`src/hw/rtl/mtg_pkg.sv`:
```
// Shared types and constants for the MT19937 generator.
package mtg_pkg;

    localparam int TABLE_WORDS = 624;
    localparam int FAR_OFFSET  = 397;
    localparam int ADDR_W      = 10;
    localparam int WORD_W      = 32;

    typedef logic [ADDR_W-1:0] addr_t;
    typedef logic [WORD_W-1:0] word_t;

    localparam addr_t LAST_ADDR   = addr_t'(TABLE_WORDS - 1);
    localparam addr_t FAR_ADDR    = addr_t'(FAR_OFFSET);
    localparam addr_t WRAP_LIMIT  = addr_t'(TABLE_WORDS - FAR_OFFSET);
    localparam addr_t WRAP_OFFSET = addr_t'(TABLE_WORDS - FAR_OFFSET);

    localparam word_t SEED_RESET = 32'd19650218;
    localparam word_t INIT_MULT  = 32'd1812433253;
    localparam word_t TWIST_XOR  = 32'h9908_B0DF;
    localparam word_t UPPER_MASK = 32'h8000_0000;
    localparam word_t LOWER_MASK = 32'h7FFF_FFFF;
    localparam word_t TEMPER_B   = 32'h9D2C_5680;
    localparam word_t TEMPER_C   = 32'hEFC6_0000;

    typedef struct packed {
        logic  we;
        addr_t addr;
        word_t data;
    } ram_wr_t;

endpackage

```
`src/hw/rtl/mtg_twist.sv`:
```
// Twist of one table word and tempering of the result.
module mtg_twist (
    input  mtg_pkg::word_t cur_word,
    input  mtg_pkg::word_t next_word,
    input  mtg_pkg::word_t far_word,
    output mtg_pkg::word_t new_word,
    output mtg_pkg::word_t tempered
);

    mtg_pkg::word_t mix;
    mtg_pkg::word_t mix_shift;
    mtg_pkg::word_t y1;
    mtg_pkg::word_t y2;
    mtg_pkg::word_t y3;

    always_comb
    begin
        mix       = (cur_word & mtg_pkg::UPPER_MASK) | (next_word & mtg_pkg::LOWER_MASK);
        mix_shift = (mix >> 1) ^ (mix[0] ? mtg_pkg::TWIST_XOR : '0);
        new_word  = far_word ^ mix_shift;
        y1        = new_word ^ (new_word >> 11);
        y2        = y1 ^ ((y1 << 7) & mtg_pkg::TEMPER_B);
        y3        = y2 ^ ((y2 << 15) & mtg_pkg::TEMPER_C);
        tempered  = y3 ^ (y3 >> 18);
    end

endmodule
```
`config.mk`:
```
export PLATFORM = sky130hd
export DESIGN_NAME = mtg_twist
export DESIGN_NICKNAME = d
export VERILOG_FILES = /design/src/hw/rtl/mtg_pkg.sv /design/src/hw/rtl/mtg_twist.sv
export SDC_FILE = /design/constraint.sdc
export NUM_CORES = 1
export LEC_CHECK = 0
export BUFFER_PORTS_ARGS = -buffer_cell sky130_fd_sc_hd__buf_2
export CAP_MARGIN = 30
export CELL_PAD_IN_SITES_DETAIL_PLACEMENT = 1
export CELL_PAD_IN_SITES_GLOBAL_PLACEMENT = 2
export CORE_MARGIN = 1.5
export CORE_UTILIZATION = 16
export DETAILED_ROUTE_END_ITERATION = 16
export GPL_ROUTABILITY_DRIVEN = 0
export GPL_TIMING_DRIVEN = 0
export PLACE_DENSITY_LB_ADDON = 0.1
export SYNTH_ARGS = -nofsm -noshare
export SYNTH_HDL_FRONTEND = slang
export SYNTH_SLANG_ARGS = --single-unit
```
`constraint.sdc`:
```
create_clock -name vclk -period 2.51
set_input_delay 0.1255 -clock vclk [all_inputs]
set_output_delay 0.1255 -clock vclk [all_outputs]
set_load 0.02 [all_outputs]
```
Word level (Yosys, flattened, before mapping)
Cells that the tools add are included.
{"block": "totals", "latch_bits": 0, "wordCells": 8, "n_memories": 0, "output_inout_bits": 64, "ramBits": 0, "ff_bits": 0, "romBits": 0}
{"block": "op_classes", "n_mul": 0, "order_cmp": 0, "n_shift": 0, "addsub": 0, "mux": 1, "n_div": 0, "n_reduce_logical": 0, "bitwise_logic": 7, "eq_ne": 0}
{"operator": "32-bit bitwise XOR", "count": 3}
{"operator": "32-bit 2-to-1 mux", "count": 1}
{"operator": "32-bit by 31-bit bitwise OR with 32-bit output", "count": 1}
{"operator": "31-bit by 32-bit bitwise XOR with 32-bit output", "count": 1}
{"operator": "32-bit by 14-bit bitwise XOR with 32-bit output", "count": 1}
{"operator": "32-bit by 21-bit bitwise XOR with 32-bit output", "count": 1}

Logic depth before layout (Yosys ltp)
Gate-level depths: netlist (run 1).
{"block": "depth", "word_depth": 8, "ltp_mapped": 5}

Worst setup path before layout (run 1)
OpenSTA, ideal clock, no wires.
{"block": "synth_path", "kind": "input port to output port", "startpoint": "input port next_word[21]", "endpoint": "output port tempered[9]", "path_slack_ns": 0.509, "t_required_ns": 2.385, "stages": 4, "arrival_time_ns": 1.875, "path_cell_list": "xor2_1 > xor3_1 > xnor3_1 > xnor2_1"}
{"block": "synth_between", "elab_chain_len": 7}
{"item": "from (decl)", "line_no": "mtg_twist.sv:4", "source": "input mtg_pkg::word_t next_word,"}
{"item": "32-bit by 31-bit bitwise OR with 32-bit output", "line_no": "mtg_twist.sv:18", "source": "mix = (cur_word & mtg_pkg::UPPER_MASK) | (next_word & mtg_pkg::LOWER_MASK);"}
{"item": "31-bit by 32-bit bitwise XOR with 32-bit output", "line_no": "mtg_twist.sv:19", "source": "mix_shift = (mix >> 1) ^ (mix[0] ? mtg_pkg::TWIST_XOR : '0);"}
{"item": "32-bit bitwise XOR", "line_no": "mtg_twist.sv:20", "source": "new_word = far_word ^ mix_shift;"}
{"item": "32-bit by 21-bit bitwise XOR with 32-bit output", "line_no": "mtg_twist.sv:21", "source": "y1 = new_word ^ (new_word >> 11);"}
{"item": "32-bit bitwise XOR", "line_no": "mtg_twist.sv:22", "source": "y2 = y1 ^ ((y1 << 7) & mtg_pkg::TEMPER_B);"}
{"item": "32-bit bitwise XOR", "line_no": "mtg_twist.sv:23", "source": "y3 = y2 ^ ((y2 << 15) & mtg_pkg::TEMPER_C);"}
{"item": "32-bit by 14-bit bitwise XOR with 32-bit output", "line_no": "mtg_twist.sv:24", "source": "tempered = y3 ^ (y3 >> 18);"}
{"item": "to (decl)", "line_no": "mtg_twist.sv:7", "source": "output mtg_pkg::word_t tempered"}
No other way between the ends.

Final worst setup path (run 1)
{"block": "layout_path", "startpoint": "input port next_word[12]", "endpoint": "output port tempered[0]"}
Same word-level chain as after synthesis.

==> run_results.csv, run 1 <==
group,metric,value,unit
sta,rsz0062_at_grt,"false",
sta,finalSetupTns,0,ns
finish,clkbuf_count,0,
logic_synthesis,synth_area_leaders,"xnor2_1 (40%), xor2_1 (27%), xnor3_1 (9.8%)",
sta,min_period,2.05,ns
sta,max_slew_margin,0.620,
sta,hold_violations,0,
sta,min_period_over_period,0.817,
run_status,status,"finished clean",
route,viasPerCell,3.49,
logic_synthesis,yosysWarnings,0,
setup_path,criticalPathCategory,"primary input to output pin",
logic_synthesis,post-synth-top-area-cell,"xnor2_1",
die,coreArea,6870,µm²
logic_synthesis,netlist_area,1150,µm²
route,vias,1180,
die,die_area,7680,µm²
placed_design,place_ws,0.458,ns
sta,fmax,488,MHz
route,antenna_left,0,
finish,fin_nets,340,
finish,syn_to_final_growth,65.9,%
clock_network,holdBufCountCts,0,
die,num_rows,30,
clock_network,post_cts_resized,0,
clock_network,postCtsSetupRepairBufs,0,
logic_synthesis,avgSynthCellArea,9.97,µm²
finish,diodes,0,
hold_path,hold_path.class,"primary input to output pin",
finish,drive_above_1_share,0.570,
sta,setup_ws,0.460,ns
pwr,p_total,1.52,mW
die,die_h,87.6,µm
setup_path,end_kind,"output pin",
logic_synthesis,syn-num-nets,211,
placed_design,portBuffers,127,
finish,mostFrequentLayoutCells,"buf_2 (128), xnor2_1 (52), xor2_1 (35)",
global_route,grt_pass1_wl,5360,µm
sta,finalSetupViolations,0,
setup_path,worstSetupStartpointType,"primary input",
sta,drv_slew,0,
finish,regArea,0,µm²
logic_synthesis,synth_top_cell_area_share,0.397,
finish,seq_cell_count,0,
setup_path,critPathArrivalTime,1.92,ns
die,boundaryPins,160,
finish,final_common_cell,"buf_2",
flow_run,cap_violations,0,
global_route,grt_pass1_vias,1197,
die,initial_core_util,0.167,
sta,worstMarginPinSlew,0.566,ns
global_route,grt.total_usage,0.0859,
pwr,vdd_drop_max,0.000231,V
die,die_width,87.6,µm
pwr,p_leak,1.01,nW
logic_synthesis,syn_inst,115,
logic_synthesis,synthDistinctLibCells,11,
route,drcViolationCount,0,
route,wl_per_cell,10.9,µm
logic_synthesis,seq_area_frac_synth,0,
route,wirelength,3680,µm
global_route,gr-total-overflow,0,
route,drt_iter0_drc,6,
route,drt_pass1_iterations,2,
pwr,p_per_area,800,nW/µm²
placed_design,dp_hpwl,3410,µm
global_route,antenna_found_initial,0,
setup_path,cp_max_fo,4,
global_route,grt_max_degree,11,
setup_path,crit_required,2.38,ns
==> power breakdown <==
group / total (mW) / leakage [nW] / switching (mW) / internal [mW]
combinational: 1.52 / 1.01 / 0.914 / 0.608
sequential: 0 / 0 / 0 / 0
clock: 0 / 0 / 0 / 0
==> final timing paths <==
path / end / startpoint / cells past startpoint
max: tempered[0] / next_word[12] / 6
min: new_word[17] / far_word[17] / 3
==> cells by family after synthesis <==
| kind of cell | count (synthesis) | share of synthesized area |
|---|---|---|
| buf+inv | 12 | 0.0469 |
| xor+xnor | 103 | 0.953 |
==> cells in the mapped netlist <==
cell     instances
xnor2_1         52
xor2_1          35
inv_1           10
xnor3_1          5
xor2_2           4
xnor2_2          2
xnor3_2          2
xor3_1           2
buf_2            1
buf_6            1
xor3_2           1
==> layer usage <==
layer  vias to the layer above  global-route usage  part of all wire
li1                        594                   -                 -
met5                         -                   0                 0
met3                         0              0.0151              0.10
met4                         0                   0                 0
met1                       516               0.106              0.41
met2                        70               0.164              0.49
==> layout make-up <==
type	count	area, µm²
inverter	10	37.5
timing repair buffer	127	636
multi-input combinational	103	1090
tap	96	120
buffer	2	16.3
fill	880	4970
==> through the flow <==
step	hold WS, ns	instances	cell area, µm²	utilization
after floorplan	0.382	115	1150	-
after global placement	0.565	338	1900	0.277
after detailed placement	0.567	338	1900	0.277
after CTS	0.568	338	1900	0.277
after global routing	0.593	338	1900	0.277
final	0.564	338	1900	0.277
==> worst max-delay path: stages <==
cell	delay, ns
buf_2	0.10
xnor2_1	0.43
xor3_1	0.47
xnor2_1	0.28
xnor3_1	0.35
buf_2	0.17
(Power assumes the default switching activity.)
==> inputs of run 2 (changes only) <==
--- a/config.mk
+++ b/config.mk
@@ -5,12 +5,13 @@
 export SDC_FILE = /design/constraint.sdc
 export NUM_CORES = 1
 export LEC_CHECK = 0
+export ABC_AREA = 1
 export BUFFER_PORTS_ARGS = -buffer_cell sky130_fd_sc_hd__buf_2
 export CAP_MARGIN = 30
 export CELL_PAD_IN_SITES_DETAIL_PLACEMENT = 1
 export CELL_PAD_IN_SITES_GLOBAL_PLACEMENT = 2
 export CORE_MARGIN = 1.5
-export CORE_UTILIZATION = 16
+export CORE_UTILIZATION = 15
 export DETAILED_ROUTE_END_ITERATION = 16
 export GPL_ROUTABILITY_DRIVEN = 0
 export GPL_TIMING_DRIVEN = 0
==> constraint.sdc (replaced) <==
create_clock -name vclk -period 1.7
set_input_delay 0.085 -clock vclk [all_inputs]
set_output_delay 0.085 -clock vclk [all_outputs]
set_load 0.02 [all_outputs]
==> run 2 against run 1 <==
Compared with the run above:
- critical endpoint is now tempered[9]
- largest power group unchanged
- final cell count is 100% higher
- synthesized cell count rose to 3.3 times the previous value
- area after synthesis increased by 68%
==> run_results.csv, run 2 <==
group,metric,value,unit
route,wl_per_cell,11.0,µm
sta,hold_violations,0,
global_route,grt_use_met3,0.00778,
logic_synthesis,synth_area_leaders,"nand2_1 (37%), xor2_1 (14%), nand3_1 (14%)",
logic_synthesis,yosys-top-cells-count,"nand2_1 (188), nand3_1 (52), inv_1 (48)",
finish,mostFrequentLayoutCells,"nand2_1 (186), buf_2 (127), nand3_1 (52)",
setup_path,cp_cell_sequence,"clkbuf_4 > inv_4 > buf_12 > nand3_2 > nand2_1 > nand2_1 > nand2_2 > nand2_1 > nand2_1 > nand2_1 > nand3_1 > nand2_1 > buf_2",
logic_synthesis,synthDistinctLibCells,15,
finish,nFillCells,1681,
flow_run,cap_violations,0,
logic_synthesis,syn-num-nets,471,
pwr,sw_frac_of_total,0.658,
setup_path,cpMostUsedCell,"nand2_1",
sta,finalSetupViolations,0,
die,coreArea,12600,µm²
finish,drive_above_1_share,0.338,
logic_synthesis,yosysMostFrequentCell,"nand2_1",
hold_path,hold-path-endpoint,"new_word[10]",
setup_path,critPathArrivalTime,1.43,ns
placed_design,dp_hpwl,6700,µm
finish,final_common_cell,"nand2_1",
sta,fmax,661,MHz
sta,setup_ws,0.186,ns
logic_synthesis,seq_area_frac_synth,0,
global_route,grt.total_usage,0.104,
run_status,status,"finished clean",
logic_synthesis,syn_inst,375,
placed_design,place_ws,0.0331,ns
finish,fin_util,0.228,
setup_path,worstSetupStartpointType,"primary input",
pwr,p_int,0.584,mW
die,boundaryPins,160,
route,antenna_left,0,
route,vias,2629,
sta,min_period,1.51,ns
pwr,share_comb_of_total_power,1.000,
placed_design,portBuffers,128,
global_route,grt_pass1_wl,11500,µm
finish,clkbuf_count,0,
pwr,p_switching,1.12,mW
setup_path,criticalPathCategory,"primary input to output pin",
die,initial_core_util,0.153,
die,die_width,116,µm
pwr,p_per_area,597,nW/µm²
global_route,grt.busiest_layer,"met2",
logic_synthesis,synth_top_cell_area_share,0.367,
global_route,use_met1,0.131,
finish,syn_to_final_growth,48.7,%
die,die_h,116,µm
die,die_area,13500,µm²
setup_path,end_kind,"output pin",
hold_path,whs_path_depth,3,
global_route,grt_pass1_vias,2446,
global_route,grt.met2_usage,0.205,
setup_path,critPathTopFamily,"simple AND/OR/NAND/NOR gates",
finish,regArea,0,µm²
hold_path,min-delay-start,"far_word[10]",
sta,worstMarginPinSlew,0.442,ns
route,wirelength,7410,µm
pwr,vdd_drop_max,0.000206,V
sta,min_period_over_period,0.890,
route,viasPerCell,3.89,
clock_network,postCtsSetupRepairBufs,0,
sta,finalSetupTns,0,ns
pwr,p_seq_frac,0,
route,drt_iter0_drc,50,
sta,rsz0062_at_grt,"false",
sta,drv_slew,0,
hold_path,hold_path.class,"primary input to output pin",
global_route,gr-total-overflow,0,
die,num_rows,41,
setup_path,slowest_stage,"clkbuf_4",
setup_path,cp_max_fo,10,
pwr,p_leak,1.78,nW
global_route,grt_max_degree,11,
setup_path,crit_buf_inv,4,
setup_path,crit_required,1.62,ns
global_route,antenna_found_initial,0,
logic_synthesis,avgSynthCellArea,5.13,µm²
sta,max_slew_margin,0.705,
logic_synthesis,post-synth-top-area-cell,"nand2_1",
pwr,power_frac_clock,0,
route,drt_pass1_iterations,4,
finish,seq_cell_count,0,
setup_path,slowest_delay,0.16,ns
logic_synthesis,yosysWarnings,0,
logic_synthesis,netlist_area,1920,µm²
finish,diodes,0,
route,drcViolationCount,0,
finish,fin_nets,601,
-- run 2: changes by cell type after synthesis, moves of 2 or more --
cell and change:
inv_1 +38, nand3b_1 +2, xnor3_1 -5, inv_2 +2, nand3_2 +4, nand2_2 +18
xor3_1 -2, xnor2_1 -32, xor2_1 -5, xnor3_2 -2, nand2_1 +188, nand2_4 +3
nand3_1 +52
-- run 2: metrics by stage --
step | area, µm² | cells | hold WS (ns) | power (mW)
after floorplan | 1920 | 375 | 0.277 | 1.14
final | 2860 | 675 | 0.501 | 1.71
after detailed placement | 2780 | 675 | 0.505 | 1.72
after CTS | 2780 | 675 | 0.506 | 1.73
after global routing | 2860 | 675 | 0.518 | 1.91
after global placement | 2780 | 675 | 0.495 | 1.71
-- run 2: routing by layer --
metal / routed length (µm) / part of all wire
met1: 3250 / 0.44
met2: 3820 / 0.52
met3: 334 / 0.045
met4: 0 / 0
met5: 0 / 0
-- run 2: how the worst max path moves through the flow --
| stage | startpoint | endpoint | slack (ns) | depth (start not counted) |
|---|---|---|---|---|
| after floorplan | next_word[26] | tempered[3] | 0.13 | 5 |
| after global routing | next_word[16] | tempered[12] | 0.003 | 13 |
| after CTS | next_word[0] | tempered[9] | 0.03 | 13 |
| after global placement | next_word[0] | tempered[9] | 0.04 | 13 |
| final | next_word[0] | tempered[9] | 0.19 | 13 |
| after detailed placement | next_word[0] | tempered[9] | 0.03 | 13 |
-- run 2: cell type report --
| cell class | count | area (µm²) | area share |
|---|---|---|---|
| Multi-Input combinational cell | 322 | 1750 | 0.612 |
| Timing Repair Buffer | 128 | 643 | 0.225 |
| Tap cell | 172 | 215 | 0.0752 |
| Inverter | 50 | 190 | 0.0665 |
| Buffer | 3 | 60.1 | 0.0210 |
-- run 2: power by group through the flow --
stage	Combinational (mW)	Clock, mW	Sequential, mW
4_1_cts	1.73	0	0
3_5_place_dp	1.72	0	0
3_3_place_gp	1.71	0	0
6_report	1.71	0	0
2_1_floorplan	1.14	0	0
5_1_grt	1.91	0	0
-- run 2: logic make-up (layout without fill, tap and decap cells) --
kind of cell / Yosys count / in the layout / synth area share
xor gates and xnor gates: 55 / 55 / 0.276
buffers and inverters: 53 / 181 / 0.117
and+or+nand+nor: 267 / 267 / 0.607
-- run 2: what timing repair did --
| action | CTS | global route |
|---|---|---|
| resized for setup | 0 | 15 |
| hold buffers | 0 | 0 |
| endpoints found under the setup margin | 0 | 7 |
==> inputs of run 3 (changes only) <==
--- a/config.mk
+++ b/config.mk
@@ -5,13 +5,12 @@
 export SDC_FILE = /design/constraint.sdc
 export NUM_CORES = 1
 export LEC_CHECK = 0
-export ABC_AREA = 1
 export BUFFER_PORTS_ARGS = -buffer_cell sky130_fd_sc_hd__buf_2
 export CAP_MARGIN = 30
 export CELL_PAD_IN_SITES_DETAIL_PLACEMENT = 1
 export CELL_PAD_IN_SITES_GLOBAL_PLACEMENT = 2
 export CORE_MARGIN = 1.5
-export CORE_UTILIZATION = 15
+export CORE_UTILIZATION = 13
 export DETAILED_ROUTE_END_ITERATION = 16
 export GPL_ROUTABILITY_DRIVEN = 0
 export GPL_TIMING_DRIVEN = 0
==> run 3 against run 2 <==
Compared with the run above:
- sequential share of layout area unchanged
- core utilization up 1.8 points
- global-route usage down 2.6 points
- first-iteration DRC count down 96%
- via count down 53%
- final cell count down 48%
- critical path depth down 7
==> run_results.csv, run 3 (synthesis results as in run 1) <==
group,metric,value,unit
run_status,status,"finished clean",
route,drcViolationCount,0,
global_route,gr-total-overflow,0,
pwr,p_per_area,1150,nW/µm²
setup_path,critPathTopFamily,"XOR/XNOR gates",
route,viasPerCell,3.51,
route,drt_iter0_drc,2,
setup_path,end_kind,"output pin",
setup_path,critPathArrivalTime,1.58,ns
sta,finalSetupViolations,0,
sta,finalSetupTns,0,ns
finish,fin_nets,342,
pwr,sw_frac_of_total,0.586,
sta,min_period,1.67,ns
finish,regArea,0,µm²
die,coreArea,8640,µm²
global_route,grt_max_degree,11,
placed_design,portBuffers,127,
setup_path,worstSetupStartpointType,"primary input",
route,vias,1236,
setup_path,slowest_stage,"xor3_2",
pwr,power_frac_clock,0,
finish,clkbuf_count,0,
sta,hold_violations,0,
sta,drv_slew,0,
pwr,p_switching,1.42,mW
finish,syn_to_final_growth,84.8,%
setup_path,cp_max_fo,3,
pwr,p_int,1.00,mW
sta,worstMarginPinSlew,0.504,ns
global_route,antenna_found_initial,0,
finish,fin_util,0.245,
sta,max_slew_margin,0.662,
route,wl_per_cell,11.3,µm
hold_path,hold_path.class,"primary input to output pin",
die,initial_core_util,0.133,
finish,diodes,0,
finish,final_common_cell,"buf_2",
setup_path,slowest_delay,0.52,ns
sta,timing.hold.ws,0.489,ns
route,antenna_left,0,
route,drt_pass1_iterations,2,
die,die_h,96.9,µm
placed_design,dp_hpwl,3580,µm
finish,seq_cell_count,0,
sta,rsz0062_at_grt,"true",
setup_path,crit_buf_inv,2,
route,wirelength,3990,µm
setup_path,cp_cell_sequence,"buf_2 > xor2_2 > xor3_2 > xnor2_2 > xnor3_2 > buf_4",
pwr,p_leak,1.09,nW
pwr,vdd_drop_max,0.000483,V
sta,min_period_over_period,0.982,
pwr,p_seq_frac,0,
setup_path,crit_required,1.62,ns
die,boundaryPins,160,
pwr,share_comb_of_total_power,1.000,
die,die_width,96.9,µm
global_route,grt_pass1_wl,6220,µm
global_route,grt.total_usage,0.0781,
flow_run,cap_violations,0,
sta,fmax,599,MHz
finish,drive_above_1_share,0.648,
die,num_rows,34,
finish,mostFrequentLayoutCells,"buf_2 (127), xnor2_1 (44), xor2_1 (28)",
global_route,grt_pass1_vias,1281,
setup_path,criticalPathCategory,"primary input to output pin",
die,die_area,9390,µm²
## run 3: cell types whose count changed in the layout (fill, tap and decap cells not counted), moves of 4 or more
cell     before  now
nand2_1     186    0
nand3_1      52    0
inv_1        48   10
xnor2_1      17   44
nand2_2      20    0
nand3_2       4    0
xnor2_2       4    8
xnor3_2       0    4
## run 3: power by group through the flow
| stage | clock [mW] | sequential, mW | combinational, mW |
|---|---|---|---|
| CTS | 0 | 0 | 2.44 |
| global route | 0 | 0 | 2.59 |
| finish | 0 | 0 | 2.43 |
| detailed placement | 0 | 0 | 2.36 |
| floorplan | 0 | 0 | 1.64 |
| global placement | 0 | 0 | 2.38 |
## run 3: area by class of cell
cell class	instances	area (µm²)
well taps	108	135
repair buffers	129	653
fillers	1057	6520
inverters	10	37.5
multi-input cells	103	1280
plain buffers	2	16.3
## run 3: path summary, 6_finish.rpt
path  depth (start not counted)  slack (ns)      endpoint          from
max                           6        0.03   tempered[0]  far_word[29]
min                           3        0.49  new_word[17]  far_word[17]
## run 3: routing by layer
layer / vias to the layer above / global-route usage / share of wire
li1: 594 / - / -
met1: 567 / 0.106 / 0.43
met2: 75 / 0.133 / 0.47
met3: 0 / 0.0195 / 0.097
met4: 0 / 0 / 0
met5: - / 0 / 0
## run 3: stage by stage
stage	total power, mW	setup WS [ns]	cells	cell area, µm²
floorplan	1.64	-0.110	115	1220
global placement	2.38	-0.257	350	1990
detailed placement	2.36	-0.303	350	1990
CTS	2.44	-0.0361	351	2060
global route	2.59	-0.0213	352	2120
finish	2.43	0.0313	352	2120
## run 3: repair_timing
| action | in CTS | in global routing |
|---|---|---|
| buffers inserted | 1 | 1 |
| setup endpoints to repair | 3 | 10 |
| gates resized for setup | 7 | 7 |
| hold endpoints to repair | 0 | 0 |
| hold buffers | 0 | 0 |
| pin swaps | 0 | 6 |
## run 3: worst min-delay path, stage by stage
cell    delay (ns)
buf_2         0.08
xor2_1        0.07
buf_2         0.16
